[config.mk]
export PLATFORM = sky130hd
export DESIGN_NAME = midi_message_encoder
export DESIGN_NICKNAME = d
export VERILOG_FILES = /design/src/rtl/mme_pkg.sv /design/src/rtl/mme_front.sv /design/src/rtl/mme_queue.sv /design/src/rtl/mme_back.sv /design/src/rtl/midi_message_encoder.sv
export VERILOG_INCLUDE_DIRS = /design/src /design/src/rtl
export SDC_FILE = /design/constraint.sdc
export NUM_CORES = 1
export LEC_CHECK = 0
export ABC_AREA = 1
export BUFFER_PORTS_ARGS = -buffer_cell sky130_fd_sc_hd__clkbuf_2
export CORE_ASPECT_RATIO = 2
export CORE_MARGIN = 2
export CORE_UTILIZATION = 53
export DETAILED_ROUTE_END_ITERATION = 12
export PLACE_DENSITY = 0.74
export RECOVER_POWER = 100
export SETUP_SLACK_MARGIN = 0.5
export SYNTH_ARGS = -nofsm -noshare
export SYNTH_HDL_FRONTEND = slang
export SYNTH_SLANG_ARGS = --single-unit
[constraint.sdc]
create_clock -name clk -period 12.25 [get_ports clk]
set_input_delay 1.8375 -clock clk [delete_from_list [all_inputs] [get_ports clk]]
set_output_delay 1.8375 -clock clk [all_outputs]
set_load 0.05 [all_outputs]
[src/rtl/midi_message_encoder_macros.svh]
// Assertion macros used by the back part of the MIDI message encoder.
`ifndef MIDI_MESSAGE_ENCODER_MACROS_SVH
`define MIDI_MESSAGE_ENCODER_MACROS_SVH

// Checks that the consequent holds in the same cycle as the antecedent.
`define MME_ASSERT_SAME(label, ante, cons, msg) \
    label: assert property (@(posedge clk) disable iff (!rst_n) (ante) |-> (cons)) \
        else $error(msg);

// Checks that the consequent holds in the cycle after the antecedent.
`define MME_ASSERT_NEXT(label, ante, cons, msg) \
    label: assert property (@(posedge clk) disable iff (!rst_n) (ante) |=> (cons)) \
        else $error(msg);

`endif

[src/rtl/mme_pkg.sv]
// Shared types and constants of the MIDI message encoder.
package mme_pkg;

    // Depth of the descriptor queue between the front and back parts.
    localparam int QUEUE_DEPTH = 2;

    // Request command codes.
    localparam logic [2:0] CMD_NOTE_ON  = 3'd0;
    localparam logic [2:0] CMD_NOTE_OFF = 3'd1;
    localparam logic [2:0] CMD_CTRL     = 3'd2;
    localparam logic [2:0] CMD_PROGRAM  = 3'd3;
    localparam logic [2:0] CMD_RPN      = 3'd4;
    localparam logic [2:0] CMD_NRPN     = 3'd5;
    localparam logic [2:0] CMD_SYSEX    = 3'd6;

    // Message kind carried from the front part to the back part.
    typedef enum logic [2:0] {
        KIND_NOTE_ON,
        KIND_NOTE_OFF,
        KIND_CTRL,
        KIND_PROGRAM,
        KIND_RPN,
        KIND_NRPN,
        KIND_SYSEX
    } msg_kind_t;

    // One request item.
    typedef struct packed {
        logic [2:0]  cmd;
        logic [6:0]  data_first;
        logic [6:0]  data_second;
        logic [6:0]  param_number_high;
        logic [31:0] sysex_address;
    } in_item_t;

    // One result item.
    typedef struct packed {
        logic [7:0] midi_byte;
        logic       last_byte;
    } out_item_t;

    // Classified message waiting to be sent.
    typedef struct packed {
        msg_kind_t   kind;
        logic [3:0]  last_idx;
        logic [6:0]  data_first;
        logic [6:0]  data_second;
        logic [6:0]  param_number_high;
        logic [31:0] sysex_address;
        logic [6:0]  checksum;
    } msg_desc_t;

endpackage

[src/rtl/mme_front.sv]
// Front part: accepts request items, classifies them and precomputes the checksum.
module mme_front
(
    input  logic                clk,
    input  logic                rst_n,
    input  logic                push,
    output logic                full,
    input  mme_pkg::in_item_t   in_item,
    output logic                q_wr_valid,
    input  logic                q_wr_ready,
    output mme_pkg::msg_desc_t  q_wr_data
);

    logic               valid_reg;
    logic               valid_next;
    mme_pkg::msg_desc_t desc_reg;
    mme_pkg::msg_desc_t desc_next;
    mme_pkg::msg_desc_t desc_class;
    logic               cmd_known;
    logic [6:0]         sum7;
    logic               accept;
    logic               drain;

    // The stage is full only while its item cannot move into the queue.
    assign drain      = valid_reg && q_wr_ready;
    assign full       = valid_reg && !q_wr_ready;
    assign accept     = push && !full;
    assign q_wr_valid = valid_reg;
    assign q_wr_data  = desc_reg;

    // Checksum over the low seven bits of each address byte and the value.
    always_comb
    begin
        sum7 = in_item.sysex_address[30:24] + in_item.sysex_address[22:16]
             + in_item.sysex_address[14:8] + in_item.sysex_address[6:0]
             + in_item.data_second;
    end

    // Command decode into message kind and last byte index.
    always_comb
    begin
        desc_class.data_first        = in_item.data_first;
        desc_class.data_second       = in_item.data_second;
        desc_class.param_number_high = in_item.param_number_high;
        desc_class.sysex_address     = in_item.sysex_address;
        desc_class.checksum          = 7'd0 - sum7;
        cmd_known                    = 1'b1;
        unique case (in_item.cmd)
            mme_pkg::CMD_NOTE_ON:
            begin
                desc_class.kind     = mme_pkg::KIND_NOTE_ON;
                desc_class.last_idx = 4'd2;
            end
            mme_pkg::CMD_NOTE_OFF:
            begin
                desc_class.kind     = mme_pkg::KIND_NOTE_OFF;
                desc_class.last_idx = 4'd2;
            end
            mme_pkg::CMD_CTRL:
            begin
                desc_class.kind     = mme_pkg::KIND_CTRL;
                desc_class.last_idx = 4'd2;
            end
            mme_pkg::CMD_PROGRAM:
            begin
                desc_class.kind     = mme_pkg::KIND_PROGRAM;
                desc_class.last_idx = 4'd1;
            end
            mme_pkg::CMD_RPN:
            begin
                desc_class.kind     = mme_pkg::KIND_RPN;
                desc_class.last_idx = 4'd8;
            end
            mme_pkg::CMD_NRPN:
            begin
                desc_class.kind     = mme_pkg::KIND_NRPN;
                desc_class.last_idx = 4'd8;
            end
            mme_pkg::CMD_SYSEX:
            begin
                desc_class.kind     = mme_pkg::KIND_SYSEX;
                desc_class.last_idx = 4'd12;
            end
            default:
            begin
                desc_class.kind     = mme_pkg::KIND_NOTE_ON;
                desc_class.last_idx = 4'd0;
                cmd_known           = 1'b0;
            end
        endcase
    end

    // Stage register update; an unknown command is dropped here.
    always_comb
    begin
        valid_next = valid_reg;
        desc_next  = desc_reg;
        if (accept)
        begin
            valid_next = cmd_known;
            desc_next  = desc_class;
        end
        else if (drain)
        begin
            valid_next = 1'b0;
        end
    end

    always_ff @(posedge clk or negedge rst_n)
    begin
        if (!rst_n)
        begin
            valid_reg <= 1'b0;
        end
        else
        begin
            valid_reg <= valid_next;
        end
    end

    always_ff @(posedge clk)
    begin
        desc_reg <= desc_next;
    end

endmodule

[src/rtl/mme_queue.sv]
// Short descriptor queue between the front and back parts.
module mme_queue
#(
    parameter int Depth = mme_pkg::QUEUE_DEPTH
)
(
    input  logic                clk,
    input  logic                rst_n,
    input  logic                wr_valid,
    output logic                wr_ready,
    input  mme_pkg::msg_desc_t  wr_data,
    output logic                rd_valid,
    input  logic                rd_ready,
    output mme_pkg::msg_desc_t  rd_data
);

    localparam int PtrW = $clog2(Depth);
    localparam int CntW = $clog2(Depth + 1);

    mme_pkg::msg_desc_t mem [Depth];
    logic [PtrW-1:0]    wr_ptr_reg;
    logic [PtrW-1:0]    wr_ptr_next;
    logic [PtrW-1:0]    rd_ptr_reg;
    logic [PtrW-1:0]    rd_ptr_next;
    logic [CntW-1:0]    count_reg;
    logic [CntW-1:0]    count_next;
    logic               do_wr;
    logic               do_rd;

    assign wr_ready = (count_reg != CntW'(Depth));
    assign rd_valid = (count_reg != '0);
    assign rd_data  = mem[rd_ptr_reg];
    assign do_wr    = wr_valid && wr_ready;
    assign do_rd    = rd_valid && rd_ready;

    // Pointer and fill count update with explicit wrap.
    always_comb
    begin
        wr_ptr_next = wr_ptr_reg;
        rd_ptr_next = rd_ptr_reg;
        count_next  = count_reg;
        if (do_wr)
        begin
            wr_ptr_next = (wr_ptr_reg == PtrW'(Depth - 1)) ? '0 : wr_ptr_reg + 1'b1;
        end
        if (do_rd)
        begin
            rd_ptr_next = (rd_ptr_reg == PtrW'(Depth - 1)) ? '0 : rd_ptr_reg + 1'b1;
        end
        if (do_wr && !do_rd)
        begin
            count_next = count_reg + 1'b1;
        end
        else if (do_rd && !do_wr)
        begin
            count_next = count_reg - 1'b1;
        end
    end

    always_ff @(posedge clk or negedge rst_n)
    begin
        if (!rst_n)
        begin
            wr_ptr_reg <= '0;
            rd_ptr_reg <= '0;
            count_reg  <= '0;
        end
        else
        begin
            wr_ptr_reg <= wr_ptr_next;
            rd_ptr_reg <= rd_ptr_next;
            count_reg  <= count_next;
        end
    end

    // Entry storage.
    always_ff @(posedge clk)
    begin
        if (do_wr)
        begin
            mem[wr_ptr_reg] <= wr_data;
        end
    end

endmodule

[src/rtl/mme_back.sv]
// Back part: emits a classified message one byte per cycle unless the output stalls.
`include "midi_message_encoder_macros.svh"

module mme_back
(
    input  logic                clk,
    input  logic                rst_n,
    input  logic [3:0]          midi_channel,
    input  logic                q_rd_valid,
    output logic                q_rd_ready,
    input  mme_pkg::msg_desc_t  q_rd_data,
    output logic                empty,
    input  logic                pop,
    output mme_pkg::out_item_t  out_item
);

    localparam logic [7:0] ST_NOTE_ON  = 8'h90;
    localparam logic [7:0] ST_NOTE_OFF = 8'h80;
    localparam logic [7:0] ST_CTRL     = 8'hB0;
    localparam logic [7:0] ST_PROGRAM  = 8'hC0;
    localparam logic [7:0] SX_START    = 8'hF0;
    localparam logic [7:0] SX_MAKER    = 8'h41;
    localparam logic [7:0] SX_DEVICE   = 8'h10;
    localparam logic [7:0] SX_MODEL_HI = 8'h00;
    localparam logic [7:0] SX_MODEL_LO = 8'h03;
    localparam logic [7:0] SX_DATA_SET = 8'h12;
    localparam logic [7:0] SX_END      = 8'hF7;
    localparam logic [6:0] RPN_HI      = 7'd101;
    localparam logic [6:0] RPN_LO      = 7'd100;
    localparam logic [6:0] NRPN_HI     = 7'd99;
    localparam logic [6:0] NRPN_LO     = 7'd98;
    localparam logic [6:0] DATA_ENTRY  = 7'd6;

    logic               busy_reg;
    logic               busy_next;
    logic [3:0]         idx_reg;
    logic [3:0]         idx_next;
    mme_pkg::msg_desc_t desc_reg;
    mme_pkg::msg_desc_t desc_next;
    logic               out_valid_reg;
    logic               out_valid_next;
    mme_pkg::out_item_t out_item_reg;
    mme_pkg::out_item_t out_item_next;
    logic               emit;
    logic               is_last;
    logic               emit_last;
    logic               load;
    logic [7:0]         cur_byte;
    logic [7:0]         cc_status;
    logic [6:0]         param_hi_ctl;
    logic [6:0]         param_lo_ctl;

    // Handshake between the sequencer, the queue and the output register.
    assign emit       = busy_reg && (!out_valid_reg || pop);
    assign is_last    = (idx_reg == desc_reg.last_idx);
    assign emit_last  = emit && is_last;
    assign q_rd_ready = !busy_reg || emit_last;
    assign load       = q_rd_valid && q_rd_ready;
    assign empty      = !out_valid_reg;
    assign out_item   = out_item_reg;

    assign cc_status    = ST_CTRL | {4'd0, midi_channel};
    assign param_hi_ctl = (desc_reg.kind == mme_pkg::KIND_RPN) ? RPN_HI : NRPN_HI;
    assign param_lo_ctl = (desc_reg.kind == mme_pkg::KIND_RPN) ? RPN_LO : NRPN_LO;

    // Byte selection for the current position within the message.
    always_comb
    begin
        cur_byte = 8'd0;
        unique case (desc_reg.kind)
            mme_pkg::KIND_NOTE_ON, mme_pkg::KIND_NOTE_OFF, mme_pkg::KIND_CTRL:
            begin
                case (idx_reg)
                    4'd0:
                    begin
                        if (desc_reg.kind == mme_pkg::KIND_NOTE_ON)
                        begin
                            cur_byte = ST_NOTE_ON | {4'd0, midi_channel};
                        end
                        else if (desc_reg.kind == mme_pkg::KIND_NOTE_OFF)
                        begin
                            cur_byte = ST_NOTE_OFF | {4'd0, midi_channel};
                        end
                        else
                        begin
                            cur_byte = cc_status;
                        end
                    end
                    4'd1:    cur_byte = {1'b0, desc_reg.data_first};
                    default: cur_byte = {1'b0, desc_reg.data_second};
                endcase
            end
            mme_pkg::KIND_PROGRAM:
            begin
                if (idx_reg == 4'd0)
                begin
                    cur_byte = ST_PROGRAM | {4'd0, midi_channel};
                end
                else
                begin
                    cur_byte = {1'b0, desc_reg.data_first};
                end
            end
            mme_pkg::KIND_RPN, mme_pkg::KIND_NRPN:
            begin
                case (idx_reg)
                    4'd0, 4'd3, 4'd6: cur_byte = cc_status;
                    4'd1:    cur_byte = {1'b0, param_hi_ctl};
                    4'd2:    cur_byte = {1'b0, desc_reg.param_number_high};
                    4'd4:    cur_byte = {1'b0, param_lo_ctl};
                    4'd5:    cur_byte = {1'b0, desc_reg.data_first};
                    4'd7:    cur_byte = {1'b0, DATA_ENTRY};
                    default: cur_byte = {1'b0, desc_reg.data_second};
                endcase
            end
            mme_pkg::KIND_SYSEX:
            begin
                case (idx_reg)
                    4'd0:    cur_byte = SX_START;
                    4'd1:    cur_byte = SX_MAKER;
                    4'd2:    cur_byte = SX_DEVICE;
                    4'd3:    cur_byte = SX_MODEL_HI;
                    4'd4:    cur_byte = SX_MODEL_LO;
                    4'd5:    cur_byte = SX_DATA_SET;
                    4'd6:    cur_byte = desc_reg.sysex_address[31:24];
                    4'd7:    cur_byte = desc_reg.sysex_address[23:16];
                    4'd8:    cur_byte = desc_reg.sysex_address[15:8];
                    4'd9:    cur_byte = desc_reg.sysex_address[7:0];
                    4'd10:   cur_byte = {1'b0, desc_reg.data_second};
                    4'd11:   cur_byte = {1'b0, desc_reg.checksum};
                    default: cur_byte = SX_END;
                endcase
            end
            default:
            begin
                cur_byte = 8'd0;
            end
        endcase
    end

    // Sequencer: a new message loads as the previous one sends its last byte.
    always_comb
    begin
        busy_next = busy_reg;
        idx_next  = idx_reg;
        desc_next = desc_reg;
        if (load)
        begin
            busy_next = 1'b1;
            idx_next  = 4'd0;
            desc_next = q_rd_data;
        end
        else if (emit_last)
        begin
            busy_next = 1'b0;
        end
        else if (emit)
        begin
            idx_next = idx_reg + 4'd1;
        end
    end

    // Output register holds a byte until it is taken.
    always_comb
    begin
        out_valid_next = out_valid_reg;
        out_item_next  = out_item_reg;
        if (emit)
        begin
            out_valid_next          = 1'b1;
            out_item_next.midi_byte = cur_byte;
            out_item_next.last_byte = is_last;
        end
        else if (pop)
        begin
            out_valid_next = 1'b0;
        end
    end

    always_ff @(posedge clk or negedge rst_n)
    begin
        if (!rst_n)
        begin
            busy_reg      <= 1'b0;
            idx_reg       <= 4'd0;
            out_valid_reg <= 1'b0;
        end
        else
        begin
            busy_reg      <= busy_next;
            idx_reg       <= idx_next;
            out_valid_reg <= out_valid_next;
        end
    end

    always_ff @(posedge clk)
    begin
        desc_reg     <= desc_next;
        out_item_reg <= out_item_next;
    end

    // The byte position never runs past the end of the message.
    `MME_ASSERT_SAME(a_idx_in_range, busy_reg, idx_reg <= desc_reg.last_idx, "byte index overran")
    // Finishing a message without a successor leaves the sequencer idle.
    `MME_ASSERT_NEXT(a_done_idle, emit_last && !load, !busy_reg, "sequencer stayed busy")
    // A system exclusive message always closes with its end byte.
    `MME_ASSERT_SAME(a_sysex_end, emit_last && desc_reg.kind == mme_pkg::KIND_SYSEX,
                     cur_byte == SX_END, "sysex did not close with end byte")
    // A new message never loads while the current one still has bytes to send.
    `MME_ASSERT_SAME(a_load_gap, load, !busy_reg || emit_last, "message loaded mid-sequence")

endmodule

[src/rtl/midi_message_encoder.sv]
// Top level of the MIDI message encoder.
// Usage: a request item enters on push/full/in_item; it is taken at a clock edge where
// push is high and full is low. Each request becomes a run of MIDI bytes on out_item,
// read like a queue: while empty is low the oldest byte is shown, and pop takes it.
// out_item.last_byte marks the final byte of a message. Unknown command 7 yields no bytes.
// Byte counts: note on, note off and control change 3; program change 2; RPN and NRPN
// writes 9; system exclusive data set 13.
// From its accepting edge on an idle block, the first byte of a request passes the
// descriptor queue write, the sequencer load and the output register before it shows.
// Throughput: the back sequencer emits one byte per cycle while the output register is
// free or popped; the next message loads in the cycle of the previous last byte. The front
// stage and a two-entry queue take further requests while the sequencer is busy.
// The channel register is written through cfg_wr_en/cfg_wr_data and should change only
// while the block is idle. Reset clears all control state, empties the queue and sets the
// channel to 0. When pop stays low the output byte holds, the sequencer stops, and full
// rises once the queue and the front stage are occupied.
module midi_message_encoder
#(
    parameter int QueueDepth = mme_pkg::QUEUE_DEPTH
)
(
    input  logic                clk,
    input  logic                rst_n,
    input  logic                push,
    output logic                full,
    input  mme_pkg::in_item_t   in_item,
    output logic                empty,
    input  logic                pop,
    output mme_pkg::out_item_t  out_item,
    input  logic                cfg_wr_en,
    input  logic [3:0]          cfg_wr_data
);

    logic [3:0]         channel_reg;
    logic               q_wr_valid;
    logic               q_wr_ready;
    mme_pkg::msg_desc_t q_wr_data;
    logic               q_rd_valid;
    logic               q_rd_ready;
    mme_pkg::msg_desc_t q_rd_data;

    // Channel register.
    always_ff @(posedge clk or negedge rst_n)
    begin
        if (!rst_n)
        begin
            channel_reg <= 4'd0;
        end
        else if (cfg_wr_en)
        begin
            channel_reg <= cfg_wr_data;
        end
    end

    mme_front u_front
    (
        .clk        (clk),
        .rst_n      (rst_n),
        .push       (push),
        .full       (full),
        .in_item    (in_item),
        .q_wr_valid (q_wr_valid),
        .q_wr_ready (q_wr_ready),
        .q_wr_data  (q_wr_data)
    );

    mme_queue
    #(
        .Depth (QueueDepth)
    )
    u_queue
    (
        .clk      (clk),
        .rst_n    (rst_n),
        .wr_valid (q_wr_valid),
        .wr_ready (q_wr_ready),
        .wr_data  (q_wr_data),
        .rd_valid (q_rd_valid),
        .rd_ready (q_rd_ready),
        .rd_data  (q_rd_data)
    );

    mme_back u_back
    (
        .clk          (clk),
        .rst_n        (rst_n),
        .midi_channel (channel_reg),
        .q_rd_valid   (q_rd_valid),
        .q_rd_ready   (q_rd_ready),
        .q_rd_data    (q_rd_data),
        .empty        (empty),
        .pop          (pop),
        .out_item     (out_item)
    );

endmodule
==> summary.md <==
| Metric | Value |
|---|---|
| Slowest stage delay, CP | `between 1.5 and 2 ns` |
| Hold Path End | `u_queue.mem[0][34]` |
| CTS clk-pin slew, worst paths | `0.06 ns` |
| Most used DFF post-synth | `edfxtp_1` |
| Post-layout nets | `1189` |
| Clk Latency, worst-skew pair | `around 0.53 ns` |
| Startpoint types | `input port` |
| Placed Area | `about 13000 sq um` |
| RSZ-0062 raised after global routing | `false` |
| CP bufs+invs | `3` |
| Cell area after layout | `roughly 13000 sq um` |
| Crit path DAT | `between 5 and 6 ns` |
| Layout area overhead | `11.4%` |
| Vias | `7144` |
| Setup Crit Path Kind | `in2reg` |
| IO Port Bufs | `75` |
| Syn. warnings | `0` |
| CTS resizes | `0` |
| Failing checks | `max-capacitance violations, max-slew violations` |
| Post-synth EDFFs | `273` |
| Initial antenna violation count | `0` |
| Vias in the first global route | `between 7000 and 8000` |
| P_leak | `approximately 5.5 nW` |
| Total GRT Usage | `between 10% and 20%` |
| CP Max Fanout | `53` |
| Count of cell types in the netlist | `31` |
| Slew Limit Fails | `324` |
| Largest family of logic cells by synthesized area | `simple AND/OR/NAND/NOR gates` |
| Setup Fix Bufs, Post-CTS | `0` |
| Fin crit share | `between 40 and 50%` |
| Routed Antenna Nets | `0` |
| Crit path max-delay family | `buffers and inverters` |
| Slew @ Worst Pin | `approximately 3.8 ns` |
| Post-Synthesis Cell Area | `12100 sq um` |
| Largest register FFs | `roughly 130` |
| Clock tree from TritonCTS | `built` |
| Chip Height | `around 220 um` |
| Worst flop-to-flop path startpoint | `u_back.out_valid_reg` |
| Syn nets | `about 1100` |
| Normalized max-slew margin | `-156%` |
| Hold Fails Final Rpt | `0` |
| Clk_skew | `0.0158 ns` |
| Placeable Area | `between 20000 and 25000 sq um` |
| Drt first pass iters | `5` |
| CTS HTree Levels | `1` |
| IO Pins | `76` |
| WL final | `~23000 um` |
| Xor/xnor share of the synthesized area | `less than 1%` |
| Most common cell after layout, fill and taps aside | `nand2_1` |
| TritonCTS buffer count | `24` |
| WP data required | `~12 ns` |
| Pwr/cell area | `around 240 nW/um^2` |
| Hold_buf cts | `0` |
| Syn Inst Count | `1006` |
| First-pass GRT wire length | `35900 um` |
| Worst path slowest cell | `clkbuf_1` |
| Vias/cell | `between 5 and 6` |
| Initial Util | `53.5%` |
| Tmin final | `between 5 and 6 ns` |
| DRC viols | `0` |
| Async SR Flop Fraction | `~5.2%` |
| Syn avg cell area | `around 12 sq um` |
| Final TNS setup | `0 ns` |
| Adder-Cell Fraction of Synth Area | `under 10%` |
| Hold Path Origin | `u_front.q_wr_data[34]` |
| Worst-case clock buffer depth | `3` |
| Yosys reg bits | `around 290` |
| Peak VDD IR | `~0.17 mV` |
| Gr ovfl total | `0` |
| Crit path cell chain | `clkbuf_2, nor2_1, nor2_1, nand3_1, nand2_1, nand2_1, inv_1, clkbuf_1` |
| Diode count | `0` |
| DIE AREA | `roughly 24000 sq um` |
| Critical path depth | `8` |
| First DRT Iteration DRCs | `between 300 and 400` |
| Synth Area in Compound Gates | `under 10%` |
| Filler cells | `1801` |
| Most frequent cells in the layout | `nand2_1, edfxtp_1, inv_1` |
| Clock root buffer | `clkbuf_16` |
| Clock tree sinks | `around 290` |
| R2R Setup Slk | `7.41 ns` |
| Layout cells sized above 1 | `under 10%` |
| Status | `complete, but fails checks` |
| HP Class | `reg2reg` |
| DPL Wire Length | `around 16000 um` |
| GPL Wtd Cong | `a little over 0.9` |
| Max Clk Rate | `roughly 170 MHz` |
| WL/cell | `about 16 um` |
| R2r worst-path depth | `8` |
| Seq/Total Area, Yosys | `just over 70%` |
| Finish-stage setup viols | `0` |
| WHS Path Cells | `0` |
| Max cap viols | `5` |
| Post-synthesis mux area share | `0.374%` |
| Synth Area in Simple Gates | `around 17%` |
| Largest net degree at the start of global routing | `68` |
| CP endpoint kind | `register` |
| FF-to-FF End | `u_back.desc_reg[13]` |
| Rows | `78` |
| Die Wd | `~110 um` |
layout make-up:
class                           instances  area [sq um]  area share [%]
Clock buffer                           28           637            4.74
Clock inverter                         15           134           0.997
Inverter                              108           405            3.02
Multi-Input combinational cell        584          2960            22.0
Sequential cell                       288          8570            63.9
Tap cell                              280           350            2.61
Timing Repair Buffer                   85           369            2.75
how the worst max path moves through the flow:
stage / startpoint / end / slack (ns)
floorplan: in_item[2] / u_front.q_wr_data[6] / 7.46
global placement: in_item[2] / u_front.q_wr_data[6] / 7.22
detailed placement: in_item[2] / u_front.q_wr_data[6] / 7.19
CTS: in_item[2] / u_front.q_wr_data[6] / 7.72
global route: pop / u_back.desc_reg[38] / 5.91
finish: pop / u_back.desc_reg[13] / 6.46
cells by family (layout without fill, tap and decap cells):
| logic type | count (synthesis) | count (layout) |
|---|---|---|
| flip-flops | 288 | 288 |
| multiplexers | 4 | 4 |
| AND/OR/NAND/NOR | 500 | 500 |
| XOR/XNOR | 10 | 10 |
| AO/OA/AOI/OAI | 37 | 37 |
| adder cells (fa/ha/maj) | 33 | 33 |
| buffers and inverters | 134 | 236 |
power by group:
group | leakage [nW] | internal, mW | switching [mW] | total, mW
registers | 2.73 | 1.44 | 0.0843 | 1.53
clock network | 0.369 | 0.417 | 0.330 | 0.746
logic | 2.41 | 0.238 | 0.665 | 0.903
Yosys cell counts (2+ instances only):
cell,n,area share (%)
inv_1,100,3.1
clkbuf_1,9,0.28
nand2_2,2,0.10
buf_4,2,0.12
xnor2_1,4,0.29
inv_2,8,0.25
buf_6,2,0.19
fa_1,17,2.8
a21oi_1,19,0.79
buf_2,8,0.33
nand2_1,348,11
edfxtp_1,273,68
xor2_1,6,0.44
a21boi_0,2,0.12
mux2_2,4,0.37
nor3_1,4,0.17
nor2_4,3,0.28
nor2_1,53,1.7
nand4_1,20,1.0
dfrtp_1,15,3.1
ha_1,16,1.7
o21ai_0,14,0.58
nor3_2,2,0.17
nand3_1,63,2.6
nand2_4,2,0.19
buf_1,5,0.16
metrics by stage:
stage                     instances  power [mW]  utilization (%)  worst slack (ns)  hold WS, ns
after floorplan                1006        2.17                -              7.46        0.421
after global placement         1345        2.41             56.5              7.22        0.422
after detailed placement       1345        2.44             56.5              7.19        0.431
after CTS                      1388        3.18             59.9              7.72        0.444
after global routing           1388        3.37             59.6              5.91        0.451
final                          1388        3.18             59.6              6.46        0.444
per-layer routing:
layer | track usage (%) | wire length [um] | vias to the layer above
met5 | 0 | 0 | -
li1 | - | - | 3535
met4 | 10.4 | 1100 | 0
met2 | 36.6 | 12800 | 186
met3 | 1.81 | 924 | 56
met1 | 20.4 | 8030 | 3367
Power figures use the tool's default switching activity.
